File: config.mk
export PLATFORM = sky130hd
export DESIGN_NAME = m4rt_cell
export DESIGN_NICKNAME = d
export VERILOG_FILES = /design/src/design/m4rt_pkg.sv /design/src/design/m4rt_cell.sv
export SDC_FILE = /design/constraint.sdc
export NUM_CORES = 2
export LEC_CHECK = 0
export BUFFER_PORTS_ARGS = -buffer_cell sky130_fd_sc_hd__buf_2
export CORE_ASPECT_RATIO = 0.7
export CORE_MARGIN = 2
export CORE_UTILIZATION = 60
export DETAILED_ROUTE_END_ITERATION = 10
export GPL_ROUTABILITY_DRIVEN = 0
export PLACE_DENSITY_LB_ADDON = 0.2
export SETUP_SLACK_MARGIN = 0.05
export SLEW_MARGIN = 20
export SYNTH_ARGS = -nofsm -noshare
export SYNTH_HDL_FRONTEND = slang
export SYNTH_SLANG_ARGS = --single-unit
export TNS_END_PERCENT = 30
File: constraint.sdc
create_clock -name clk -period 18.5 [get_ports clk]
set_input_delay 0.925 -clock clk [delete_from_list [all_inputs] [get_ports clk]]
set_output_delay 0.925 -clock clk [all_outputs]
set_load 0.05 [all_outputs]
File: src/design/m4rt_pkg.sv
// ----------------------------------------------------------------------------
// m4rt_pkg: shared constants and helpers for the 4x4 row transform
// Register codes, matrix dimensions and the reset value of the right matrix.
// ----------------------------------------------------------------------------
package m4rt_pkg;

  localparam int unsigned DIM       = 4;
  localparam int unsigned CFG_W     = 64;
  localparam int unsigned CFG_IDX_W = 2;

  localparam logic [CFG_IDX_W-1:0] REG_RHS_ROW0 = 2'd0;
  localparam logic [CFG_IDX_W-1:0] REG_RHS_ROW1 = 2'd1;
  localparam logic [CFG_IDX_W-1:0] REG_RHS_ROW2 = 2'd2;
  localparam logic [CFG_IDX_W-1:0] REG_RHS_ROW3 = 2'd3;

  // Identity row k: 1.0 on the diagonal element, zero where it falls past the register.
  function automatic logic [CFG_W-1:0] identity_row(int unsigned k, int unsigned ew,
                                                     int unsigned frac);
    logic [2*CFG_W-1:0] wide;
    wide = (2*CFG_W)'(1) << (frac + k*ew);
    return wide[CFG_W-1:0];
  endfunction

endpackage

File: src/design/m4rt_cell.sv
// ----------------------------------------------------------------------------
// m4rt_cell: one multiply-accumulate cell of the chain
// Adds a[K] times row K of the right matrix to four running column sums.
// ----------------------------------------------------------------------------
module m4rt_cell #(
  parameter int unsigned ELEMENT_WIDTH = 16,
  parameter int unsigned ACC_W         = 34,
  parameter int unsigned K             = 0
) (
  input  logic                                         clk,
  input  logic                                         rst,
  input  logic                                         in_valid,
  output logic                                         up_ready,
  output logic                                         out_valid,
  input  logic                                         down_ready,
  input  logic [m4rt_pkg::CFG_W-1:0]                   rhs_row,
  input  logic [m4rt_pkg::DIM-1:0][ELEMENT_WIDTH-1:0]  a_in,
  output logic [m4rt_pkg::DIM-1:0][ELEMENT_WIDTH-1:0]  a_out,
  input  logic [m4rt_pkg::DIM-1:0][ACC_W-1:0]          psum_in,
  output logic [m4rt_pkg::DIM-1:0][ACC_W-1:0]          psum_out
);

  localparam int unsigned PROD_W = 2 * ELEMENT_WIDTH;

  logic [2*m4rt_pkg::CFG_W-1:0]                padded;
  logic [m4rt_pkg::DIM-1:0][ACC_W-1:0]         psum_next;
  logic signed [PROD_W-1:0]                    prod;
  logic signed [ELEMENT_WIDTH-1:0]             elem;

  assign padded   = {{m4rt_pkg::CFG_W{1'b0}}, rhs_row};
  assign up_ready = !out_valid || down_ready;

  always_comb begin
    for (int j = 0; j < int'(m4rt_pkg::DIM); j++) begin
      elem = $signed(padded[j*ELEMENT_WIDTH +: ELEMENT_WIDTH]);
      prod = $signed(a_in[K]) * elem;
      psum_next[j] = ACC_W'($signed(psum_in[j]) + ACC_W'(prod));
    end
  end

  always_ff @(posedge clk) begin
    if (rst) begin
      out_valid <= 1'b0;
    end else if (up_ready) begin
      out_valid <= in_valid;
    end
  end

  // Payload: load on every advance, no reset needed.
  always_ff @(posedge clk) begin
    if (up_ready) begin
      a_out    <= a_in;
      psum_out <= psum_next;
    end
  end

endmodule

==> out/metrics.cfg <==
[outcome]
outcome = finished clean

[routing]
via_per_inst = 5.26
remaining_drc_errors = 0
antenna_left = 0
wl_um = 118000
first_pass_iters = 5
wire_per_inst_um = 17.9
drt_iter0_markers = 2620
routed-via-count = 34900

[sta]
fin_crit_sh_pct = 41.3
final_hold_viol_count = 0
tightest_slew_ps = 1060
fin_worst_skew_ps = 13.3
slew_headroom_pct = 29.6
finalCriticalPeriod_ps = 7640
worst_slack_ps = 10860
hold_ws_ps = 463
rsz0062_at_grt = no
drv_slew = 0
final-setup-viol-count = 0
fmax_mhz = 131
fin_tns_setup_ps = 0

[global_route]
gr-total-overflow = 0
antenna_found_initial = 18
grt_pass1_wl_um = 197000
grt_start_max_net_pins = 67
grt_use_total_pct = 28.6
grt_pass1_vias = 37100

[final_layout]
syn_to_final_growth_pct = 8.40
drive_above_1_share_pct = 10.2
utilization_pct = 65.6
nFillCells = 6916
regArea_um2 = 6030
nets = 7348
multi_input_area_um2 = 39100

[cts]
cts_root_buf = clkbuf_16
clk_pin_slew_ps = 60
clockBufferDepth = 3
numCtsBuffers = 28
ctsHoldBuffers = 0
postCtsSetupRepairBufs = 0
cts_resized = 0
clock_sinks = 201
insertion_delay_ps = 620
cts_tree = built
ctsHtreeMaxLevel = 1

[critical_path]
critPathKind = in2reg
cp-end-kind = register
cpLargestDelayFamily = adder cells
cp_max_fo = 45
cp.required_ps = 18850
cp_common_cell = fa_1
crit_slowest_cell = buf_4
start_kind = input port
crit_arrival_ps = 7990
worstPathCellList = buf_2 -> buf_4 -> and2_1 -> fa_1 -> fa_1 -> inv_1 -> fa_1 -> inv_1 -> fa_1 -> fa_1 -> inv_1 -> fa_1 -> inv_1 -> ha_1 -> and3_1 -> nand3_1 -> a21oi_1 -> o2111ai_1 -> a21oi_1 -> nor2_1 -> a21o_1 -> a311o_1
critical_path.max_stage_delay_ps = 680
cp.buffers_inverters = 6

[synth]
seq_area_frac_synth_pct = 11.8
avgSynthCellArea_um2 = 9.98
synthArstFlopShare_pct = 0
synth_seq_cells = 201
synthFlopType = edfxtp_1
syn_nets = 7011
yosysWarnings = 0
synth_top_area_share_pct = 47.9
ys_top_cells_by_count = inv_1 (1,386), fa_1 (1,220), nand2_1 (552)
synthTopCellsByArea = fa_1 (48%), edfxtp_1 (12%), inv_1 (10%)
synth_cell_types = 76
synth.most_common_cell = inv_1
netlist_area_um2 = 51000
synth_edf_count = 200
netlist_instances = 5115
yosys.area.top_type = fa_1

[job]
maxCapViolations = 0

[hold_path]
hold_path.class = in2reg

[floorplanning]
pin_count = 470
coreArea_um2 = 84300
die_w_um = 353
initial_core_util_pct = 60.5
die_area_um2 = 87400
num_rows = 89
fp.dieH_um = 248

[placed_design]
dp_hpwl_um = 94400
place_ws_ps = 10330
portBuffers = 469

-- per-layer routing --
layer	track usage (%)	share of wire [%]	up-vias
li1	-	-	15700
met1	43.7	45	17900
met2	43.1	45	1159
met3	5.29	8.2	115
met4	6.18	2.2	4
met5	0	0.027	-
-- final cells by class --
cell class	count	area share, %
sequential	201	10.9
clock buffer	35	1.35
inverter	1386	9.41
multi-input combinational	3343	70.7
clock inverter	17	0.430
tap	1137	2.57
antenna	17	0.0769
timing repair buffer	492	4.56
-- kinds of logic (layout without fill, tap and decap cells) --
logic type	count (synthesis)	count (layout)	synth area share, %
buffers and inverters	1571	1930	11.6
muxes	1	1	0.0196
other	0	17	0
and+or+nand+nor	1269	1269	12.2
xor gates and xnor gates	142	142	2.44
AOI/OAI and AO/OA	303	303	4.08
adders and majority gates	1628	1628	57.9
DFF	201	201	11.8
-- state kept, by name, indices dropped and copies added, names as in the netlist --
signal / flops
a_out: 64
out_valid: 1
psum_out: 136
-- stage by stage --
| stage | std cells | area (um2) |
|---|---|---|
| CTS | 6611 | 55300 |
| floorplan | 5115 | 51000 |
| detailed placement | 6559 | 54300 |
| finish | 6628 | 55300 |
| global route | 6622 | 55300 |
| global placement | 6559 | 54300 |
-- cell usage in the layout (no fill, tap or decap), drive strengths merged, types with 35 or more instances in the layout --
master	Yosys	layout
a21oi	89	89
ha	408	408
edfxtp	200	200
inv	1386	1390
buf	4	492
clkbuf	181	35
o21ai	48	48
xnor2	119	119
and2	474	474
nand2	552	552
a21o	51	51
fa	1220	1220
nor2	116	116
-- final timing paths --
kind / slack, ps / end / start / cells after the start
max: 10860 / psum_out[30]$_DFFE_PP_ / a_in[13] / 22
min: 460 / out_valid$_SDFFE_PP0P_ / rst / 2
max reg2reg: 16020 / psum_out[96]$_DFFE_PP_ / out_valid$_SDFFE_PP0P_ / 3
min reg2reg: 1180 / psum_out[67]$_DFFE_PP_ / out_valid$_SDFFE_PP0P_ / 2
-- worst reg2reg max path: cells and delay by family (launching register included) --
family	cells	cell delay [ps]
buffers and inverters	2	1500
AND/OR/NAND/NOR	1	230
flip-flops	1	330
Power is not shown: default switching activity piles up to over one toggle a cycle in this logic, so the estimate is an artifact.
