### src/design/m4rt_pkg.sv
// ----------------------------------------------------------------------------
// m4rt_pkg: shared constants and helpers for the 4x4 row transform
// Register codes, matrix dimensions and the reset value of the right matrix.
// ----------------------------------------------------------------------------
package m4rt_pkg;

  localparam int unsigned DIM       = 4;
  localparam int unsigned CFG_W     = 64;
  localparam int unsigned CFG_IDX_W = 2;

  localparam logic [CFG_IDX_W-1:0] REG_RHS_ROW0 = 2'd0;
  localparam logic [CFG_IDX_W-1:0] REG_RHS_ROW1 = 2'd1;
  localparam logic [CFG_IDX_W-1:0] REG_RHS_ROW2 = 2'd2;
  localparam logic [CFG_IDX_W-1:0] REG_RHS_ROW3 = 2'd3;

  // Identity row k: 1.0 on the diagonal element, zero where it falls past the register.
  function automatic logic [CFG_W-1:0] identity_row(int unsigned k, int unsigned ew,
                                                     int unsigned frac);
    logic [2*CFG_W-1:0] wide;
    wide = (2*CFG_W)'(1) << (frac + k*ew);
    return wide[CFG_W-1:0];
  endfunction

endpackage

### src/design/m4rt_res_if.sv
// ----------------------------------------------------------------------------
// m4rt_res_if: output channel, one row of the product
// Valid/ready handshake with four saturated elements and a clip flag.
// ----------------------------------------------------------------------------
interface m4rt_res_if #(
  parameter int unsigned ELEMENT_WIDTH = 16
);
  logic                            valid;
  logic                            ready;
  logic signed [ELEMENT_WIDTH-1:0] c0;
  logic signed [ELEMENT_WIDTH-1:0] c1;
  logic signed [ELEMENT_WIDTH-1:0] c2;
  logic signed [ELEMENT_WIDTH-1:0] c3;
  logic                            clipped;

  modport source (output valid, c0, c1, c2, c3, clipped, input ready);
  modport sink   (input valid, c0, c1, c2, c3, clipped, output ready);
endinterface

### src/design/m4rt_sat.sv
// ----------------------------------------------------------------------------
// m4rt_sat: output stage
// Floor-shifts the column sums, saturates them and holds the result row.
// ----------------------------------------------------------------------------
module m4rt_sat #(
  parameter int unsigned ELEMENT_WIDTH = 16,
  parameter int unsigned FRAC_BITS     = 8,
  parameter int unsigned ACC_W         = 34
) (
  input  logic                                clk,
  input  logic                                rst,
  input  logic                                in_valid,
  output logic                                up_ready,
  input  logic [m4rt_pkg::DIM-1:0][ACC_W-1:0] psum_in,
  m4rt_res_if.source                          res
);

  localparam logic signed [ACC_W-1:0] MAXV =
    {{(ACC_W-ELEMENT_WIDTH+1){1'b0}}, {(ELEMENT_WIDTH-1){1'b1}}};
  localparam logic signed [ACC_W-1:0] MINV = ~MAXV;

  logic [m4rt_pkg::DIM-1:0][ELEMENT_WIDTH-1:0] c_next;
  logic [m4rt_pkg::DIM-1:0]                    clip_col;
  logic [m4rt_pkg::DIM-1:0][ELEMENT_WIDTH-1:0] c;
  logic signed [ACC_W-1:0]                     shifted;
  logic                                        clipped;

  assign up_ready = !res.valid || res.ready;

  always_comb begin
    for (int j = 0; j < int'(m4rt_pkg::DIM); j++) begin
      shifted = $signed(psum_in[j]) >>> FRAC_BITS;
      if (shifted > MAXV) begin
        c_next[j]   = MAXV[ELEMENT_WIDTH-1:0];
        clip_col[j] = 1'b1;
      end else if (shifted < MINV) begin
        c_next[j]   = MINV[ELEMENT_WIDTH-1:0];
        clip_col[j] = 1'b1;
      end else begin
        c_next[j]   = shifted[ELEMENT_WIDTH-1:0];
        clip_col[j] = 1'b0;
      end
    end
  end

  always_ff @(posedge clk) begin
    if (rst) begin
      res.valid <= 1'b0;
    end else if (up_ready) begin
      res.valid <= in_valid;
    end
  end

  always_ff @(posedge clk) begin
    if (up_ready) begin
      c       <= c_next;
      clipped <= |clip_col;
    end
  end

  assign res.c0      = $signed(c[0]);
  assign res.c1      = $signed(c[1]);
  assign res.c2      = $signed(c[2]);
  assign res.c3      = $signed(c[3]);
  assign res.clipped = clipped;

endmodule

### src/flat_wrapper.sv
// flat-port wrapper written by rule: the top's interface ports become plain ports
module m4rt_sat_flat 
#(
  parameter int unsigned ELEMENT_WIDTH = 16,
  parameter int unsigned FRAC_BITS     = 8,
  parameter int unsigned ACC_W         = 34
)
  (clk, rst, in_valid, up_ready, psum_in, res_valid, res_c0, res_c1, res_c2, res_c3, res_clipped, res_ready);
  m4rt_res_if #(.ELEMENT_WIDTH(ELEMENT_WIDTH)) res_i ();
  input  logic clk;
  input  logic rst;
  input  logic in_valid;
  output logic up_ready;
  input  logic [m4rt_pkg::DIM-1:0][ACC_W-1:0] psum_in;
  output wire logic [$bits(res_i.valid)-1:0] res_valid;
  output wire logic [$bits(res_i.c0)-1:0] res_c0;
  output wire logic [$bits(res_i.c1)-1:0] res_c1;
  output wire logic [$bits(res_i.c2)-1:0] res_c2;
  output wire logic [$bits(res_i.c3)-1:0] res_c3;
  output wire logic [$bits(res_i.clipped)-1:0] res_clipped;
  input wire logic [$bits(res_i.ready)-1:0] res_ready;
  assign res_valid = res_i.valid;
  assign res_c0 = res_i.c0;
  assign res_c1 = res_i.c1;
  assign res_c2 = res_i.c2;
  assign res_c3 = res_i.c3;
  assign res_clipped = res_i.clipped;
  assign res_i.ready = res_ready;
  m4rt_sat #(.ELEMENT_WIDTH(ELEMENT_WIDTH), .FRAC_BITS(FRAC_BITS), .ACC_W(ACC_W)) u_core (.clk(clk), .rst(rst), .in_valid(in_valid), .up_ready(up_ready), .psum_in(psum_in), .res(res_i));
endmodule
### config.mk
export PLATFORM = sky130hd
export DESIGN_NAME = m4rt_sat_flat
export DESIGN_NICKNAME = d
export VERILOG_FILES = /design/src/design/m4rt_pkg.sv /design/src/design/m4rt_res_if.sv /design/src/design/m4rt_sat.sv /design/src/flat_wrapper.sv
export SDC_FILE = /design/constraint.sdc
export NUM_CORES = 1
export LEC_CHECK = 0
export BUFFER_PORTS_ARGS = -buffer_cell sky130_fd_sc_hd__buf_2
export CORE_MARGIN = 5
export CORE_UTILIZATION = 43
export DETAILED_ROUTE_END_ITERATION = 7
export PLACE_DENSITY_LB_ADDON = 0.1
export SETUP_SLACK_MARGIN = 0.3
export SYNTH_ARGS = -nofsm -noshare
export SYNTH_HDL_FRONTEND = slang
export SYNTH_SLANG_ARGS = --single-unit
### constraint.sdc
create_clock -name clk -period 10.6 [get_ports clk]
set_input_delay 3.18 -clock clk [delete_from_list [all_inputs] [get_ports clk]]
set_output_delay 3.18 -clock clk [all_outputs]
set_load 0.01 [all_outputs]
==> results_dict.tcl, run 1 <==
set metrics [dict create \
    cts_htree_levels 3 \
    p_sw_share_pct 21.9 \
    holdPathStages 2 \
    cp-startpoint "res_ready" \
    worstSkewPairLatency_ps 330 \
    cp_max_fo 67 \
    ir_drop_uv 87.1 \
    crit_path_max_incr_delay_ps 640 \
    period_needed_ps 7450 \
    grt-ovfl-total 0 \
    cp_data_required_time_ps 7420 \
    status "completed" \
    gp_congestion 0.815 \
    fin_setup_tns_ps 0 \
    portBuffers 174 \
    seqPwrFrac_pct 49.1 \
    synth_top_area_share_pct 71.2 \
    drc 0 \
    critPathMostFrequentCell "buf_2" \
    antenna_found_initial 0 \
    cts_hold_buffers 0 \
    avgSynthCellArea_sq_um 15.5 \
    reg2reg_from "u_core.res.valid$_SDFFE_PP0P_" \
    synth_cells 177 \
    rows 29 \
    p_int_w 0.000500 \
    power_leakage_nw 1.84 \
    rsz0062_at_grt "no" \
    grt_pass1_vias 2307 \
    synth_fp_nets 317 \
    drive_above_1_share_pct 55.7 \
    ys_types 17 \
    ctsResizeCount 0 \
    design_area_sq_um 3950 \
    fp.dieArea_sq_um 8080 \
    power_frac_comb_pct 12.8 \
    clkPwrFrac_pct 38.0 \
    hold_viol_final 0 \
    syn_area_sq_um 2740 \
    coreArea_sq_um 6280 \
    ys_seq_area_share_pct 71.9 \
    ios 207 \
    fin_nets 496 \
    crit_chain "buf_2, nand2b_2, buf_4, buf_2" \
    cts_inserted_buffers 9 \
    area_growth_pct 44.0 \
    routed_wirelength_um 7030 \
    hpwlAfterDp_um 5370 \
    place_area_sq_um 3710 \
    crit_slowest_cell "buf_4" \
    clockBufferDepth 2 \
    clkSinkCount 66 \
    cts_tree "yes" \
    root_buffer "clkbuf_8" \
    grt_pass1_wl_um 11200 \
    finalNonFillerCells 438 \
    start_kind "primary input" \
    async_flop_share_pct 0 \
    setup_viol 0 \
    die_w_um 89.9 \
    synth_ff_type "edfxtp_1" \
    cp-end-kind "primary output" \
    viasPerCell 5.08 \
    die_h_um 89.9 \
    setup_ws_ps 3150 \
    clock_skew_ps 8.11 \
    cap_viol_max_count 0 \
    synth_warnings 0 \
    cts_setup_buffers 0 \
    endpoint "up_ready" \
    drt-pass1-iter-count 4 \
    finalCritPeriodShare_pct 70.3 \
    min_path_type "flip-flop to flip-flop" \
    reg2reg_depth 2 \
    cp.arrival_ps 4270 \
    synth_edf_count 65 \
    initial_utilization_pct 43.7 \
    ant_nets 0 \
    max_freq_ghz 0.134 \
    wl_per_cell_um 16.1 \
    p_per_area_nw_per_um2 162 \
    reg2reg_to "u_core.res.c2[9]$_SDFFCE_PN1P_" \
    yosysTopAreaCell "edfxtp_1" \
    slew_headroom_pct 45.2 \
    post-place-cells 422 \
    clk_pin_slew_ps 70 \
    maxSlewViolCount 0 \
    worstSetupPathType "primary input to primary output" \
    yosysMostFrequentCell "edfxtp_1" \
    ff2ff_setup_slack_ps 9190 \
    synth_top_cells_by_count "edfxtp_1, a21o_1, o21a_1" \
    num_vias 2224 \
    place_ws_ps 3130 \
    worst_pin_slew_ps 822 \
    p_sw_w 0.000140 \
    antenna-diode-count 0 \
    grt_util_all_layers_pct 17.3 \
    drt_iter0_drc 122 \
    grt_max_degree 68 \
    synth.ff_latch_count 66 \
    synthTopCellsByArea "edfxtp_1, a21o_1, o21a_1" \
]
## layer usage
layer / wire, um / up-vias / global-route usage, %
met5: 0 / - / 0
met4: 80 / 0 / 7.57
met2: 3460 / 115 / 28.1
met3: 866 / 9 / 8.10
met1: 2630 / 1037 / 19.5
li1: - / 1063 / -
## power by group through the flow
stage               Sequential (W)  Clock, W  Combinational (W)
floorplan                 0.000332         0          0.0000243
global placement          0.000319         0          0.0000820
detailed placement        0.000320         0          0.0000837
CTS                       0.000314  0.000249          0.0000838
global route              0.000316  0.000264          0.0000899
finish                    0.000314  0.000243          0.0000821
## registers in the layout, indices dropped and copies added (netlist names)
name and count:
u_core.res.c2 16, u_core.res.c0 16, u_core.res.c1 16, u_core.res.valid 1, u_core.res.clipped 1, u_core.res.c3 16
## worst min path at each step
stage,startpoint,to
after floorplan,u_core.res.valid$_SDFFE_PP0P_,u_core.res.valid$_SDFFE_PP0P_
after global routing,u_core.res.valid$_SDFFE_PP0P_,u_core.res.c1[7]$_SDFFCE_PN1P_
final,u_core.res.valid$_SDFFE_PP0P_,u_core.res.c1[10]$_SDFFCE_PN1P_
after detailed placement,u_core.res.valid$_SDFFE_PP0P_,u_core.res.c1[7]$_SDFFCE_PN1P_
after CTS,u_core.res.valid$_SDFFE_PP0P_,u_core.res.c1[7]$_SDFFCE_PN1P_
after global placement,u_core.res.valid$_SDFFE_PP0P_,u_core.res.valid$_SDFFE_PP0P_
## through the flow
step                hold WS, ps  power, W  utilization [%]
floorplan                  2010  0.000356                -
global placement           1010  0.000401             59.1
detailed placement         1040  0.000404             59.1
CTS                        1060  0.000648             62.9
global route               1100  0.000670             62.9
finish                     1030  0.000639             62.9
## layout make-up
type	count	area, sq um
fill	532	2330
sequential	66	1970
timing repair buffer	180	916
multi-input combinational	98	724
clock buffer	12	165
tap	77	96.3
clock inverter	4	72.6
inverter	1	3.75
## kinds of logic after synthesis
group	synth area share, %
buffers and inverters	1.78
and+or+nand+nor	5.70
DFF	71.9
AOI/OAI and AO/OA	20.6
## placed cells by master (no fill, tap or decap), drive strengths merged
master,instances
a21o,45
bufinv,2
clkbuf,12
nor4,8
nand4,9
buf,180
nand2,4
a31oi,4
nor2,4
nand2b,2
inv,1
a31o,1
clkinvlp,1
or4,1
o31ai,4
edfxtp,65
clkinv,1
dfxtp,1
a21oi,1
o21a,15
## worst max-delay path, delay by kind of cell
family                 cells  cell delay [ps]
buffers and inverters      3              970
and+or+nand+nor            1               90
No activity file was read; power rests on OpenSTA's default activity.
==> run 2, diff against run 1 <==
ABC_AREA = 1   (was default)
CORE_UTILIZATION = 37   (was 43)
clock period = 6 ns   (was 10.6 ns; I/O delays follow)
==> run 2 against run 1 <==
Worst setup slack got worse by 1100 ps. Clock skew increased by 0.55 ps. Utilization decreased by 11 points. Wire length increased by 3.9%. Register-to-register slack got worse by 4600 ps. Global-route usage decreased by 2.3 points. Final area increased by 0.57%. Largest cell class unchanged. Highest routed layer unchanged.
==> results_dict.tcl, run 2 <==
set metrics [dict create \
    cts_hold_buffers 0 \
    ios 207 \
    crit_path_max_incr_delay_ps 130 \
    clock_skew_ps 8.66 \
    maxSlewViolCount 0 \
    status "completed" \
    setup_viol 0 \
    initial_utilization_pct 37.6 \
    avgSynthCellArea_sq_um 10.3 \
    drt-pass1-iter-count 4 \
    power_leakage_nw 1.88 \
    cp-end-kind "primary output" \
    grt_max_degree 67 \
    final_common_cell "buf_2" \
    drive_above_1_share_pct 43.4 \
    worstSetupPathType "primary input to primary output" \
    crit_chain "buf_2, inv_1, nand2_2, buf_2" \
    grt-ovfl-total 0 \
    finalNonFillerCells 560 \
    crit_slowest_cell "buf_2" \
    gp_congestion 0.770 \
    p_sw_share_pct 24.5 \
    synth_cells 279 \
    wl_per_cell_um 13.0 \
    hold_viol_final 0 \
    critPathMostFrequentCell "buf_2" \
    synth.ff_latch_count 66 \
    critical_path.top_delay_family "buffers and inverters" \
    clockBufferDepth 2 \
    cp.arrival_ps 2130 \
    area_growth_pct 38.2 \
    drt_iter0_drc 71 \
    rows 32 \
    die_h_um 98.1 \
    ctsResizeCount 0 \
    p_per_area_nw_per_um2 256 \
    synth_ff_type "edfxtp_1" \
    cts_setup_buffers 0 \
    cp_max_fo 2 \
    grt_pass1_wl_um 11500 \
    cap_viol_max_count 0 \
    die_w_um 98.1 \
    fin_setup_tns_ps 0 \
    cts_tree "yes" \
    cts_htree_levels 3 \
    fp.dieArea_sq_um 9630 \
    finalCritPeriodShare_pct 65.4 \
    coreArea_sq_um 7650 \
    drc 0 \
    clkPwrFrac_pct 31.5 \
    syn_area_sq_um 2870 \
    worst_pin_slew_ps 841 \
    yosysTopAreaCell "edfxtp_1" \
    synth_top_cells_by_count "nand2_1, edfxtp_1, nor2_1" \
    synth_top_area_share_pct 67.9 \
    p_int_w 0.000767 \
    final_util_pct 51.9 \
    num_vias 2484 \
    synthTopCellsByArea "edfxtp_1, nand2_1, nor2_1" \
    grt_pass1_vias 2453 \
    most-common-layout-cells "buf_2, nand2_1, edfxtp_1, nor2_1, clkbuf_8" \
    clkSinkCount 66 \
    synth_warnings 0 \
    ant_nets 0 \
    min_path_type "flip-flop to flip-flop" \
    antenna-diode-count 0 \
    cts_inserted_buffers 9 \
    ir_drop_uv 85.8 \
    start_kind "primary input" \
    routed_wirelength_um 7310 \
    synth_edf_count 65 \
    clk_pin_slew_ps 70 \
    fin_nets 593 \
    period_needed_ps 3930 \
    critPathBufInv 3 \
    grt_util_all_layers_pct 15.0 \
    async_flop_share_pct 0 \
    yosysMostFrequentCell "nand2_1" \
    power_frac_comb_pct 14.0 \
    antenna_found_initial 0 \
    root_buffer "clkbuf_8" \
    portBuffers 174 \
    worstSkewPairLatency_ps 320 \
    p_sw_w 0.000249 \
    hpwlAfterDp_um 5430 \
    post-place-cells 544 \
    ys_seq_area_share_pct 68.6 \
    cp_data_required_time_ps 4200 \
    rsz0062_at_grt "no" \
    max_freq_ghz 0.255 \
    slew_headroom_pct 44.0 \
    viasPerCell 4.44 \
    seqPwrFrac_pct 54.4 \
    ys_types 17 \
    synth_fp_nets 419 \
]
## run 2: changes by cell type after synthesis, moves of 15 or more
cell and change:
a21o_1 -45, nand2_1 +148, nor2_1 +24, o21a_1 -15
## run 2: final timing paths
kind / slack [ps] / from / cells after the start / to
setup / recovery: 2070 / res_ready / 4 / up_ready
hold / removal: 1040 / u_core.res.valid$_SDFFE_PP0P_ / 2 / u_core.res.c0[6]$_SDFFCE_PN1P_
setup reg to reg: 4540 / u_core.res.valid$_SDFFE_PP0P_ / 2 / u_core.res.c0[2]$_SDFFCE_PN1P_
hold reg to reg: 1040 / u_core.res.valid$_SDFFE_PP0P_ / 2 / u_core.res.c0[6]$_SDFFCE_PN1P_
## run 2: metrics by stage
| stage | area, sq um | power [W] | worst slack (ps) | hold slack, ps |
|---|---|---|---|---|
| final | 3970 | 0.00102 | 2070 | 1040 |
| after global routing | 3970 | 0.00107 | 2040 | 1120 |
| after CTS | 3970 | 0.00103 | 2070 | 1070 |
| after detailed placement | 3800 | 0.000708 | 2070 | 1050 |
| after global placement | 3800 | 0.000705 | 2070 | 1030 |
| after floorplan | 2870 | 0.000631 | 916 | 1870 |
## run 2: cell type report
cell class | instances | area (sq um)
Clock buffer | 11 | 141
Timing Repair Buffer | 175 | 878
Inverter | 4 | 15.0
Fill cell | 768 | 3670
Multi-Input combinational cell | 197 | 807
Tap cell | 102 | 128
Clock inverter | 5 | 31.3
Sequential cell | 66 | 1970
## run 2: cells by family after synthesis
| logic type | Yosys count | synth area share, % |
|---|---|---|
| AO/OA/AOI/OAI | 5 | 1.92 |
| buffers and inverters | 16 | 3.40 |
| flip-flops | 66 | 68.6 |
| AND/OR/NAND/NOR | 192 | 26.1 |
## run 2: worst register-to-register path: cells and delay by family (launching register included)
family / cells / cell delay (ps)
buffers and inverters: 1 / 640
flip-flops: 1 / 320
AND/OR/NAND/NOR: 1 / 70
## run 2: layer usage
| metal | GRT usage (%) | vias up | share of wire (%) |
|---|---|---|---|
| met5 | 0 | - | 0 |
| met4 | 6.09 | 0 | 1.3 |
| met2 | 24.9 | 110 | 48 |
| met3 | 5.36 | 7 | 10 |
| met1 | 17.8 | 1111 | 40 |
| li1 | - | 1256 | - |
## run 2: power groups by stage
stage | logic [W] | clock network, W | registers [W]
after floorplan | 0.0000473 | 0 | 0.000584
after detailed placement | 0.000146 | 0 | 0.000563
after CTS | 0.000146 | 0.000332 | 0.000553
after global routing | 0.000159 | 0.000356 | 0.000556
after global placement | 0.000143 | 0 | 0.000561
final | 0.000143 | 0.000320 | 0.000553
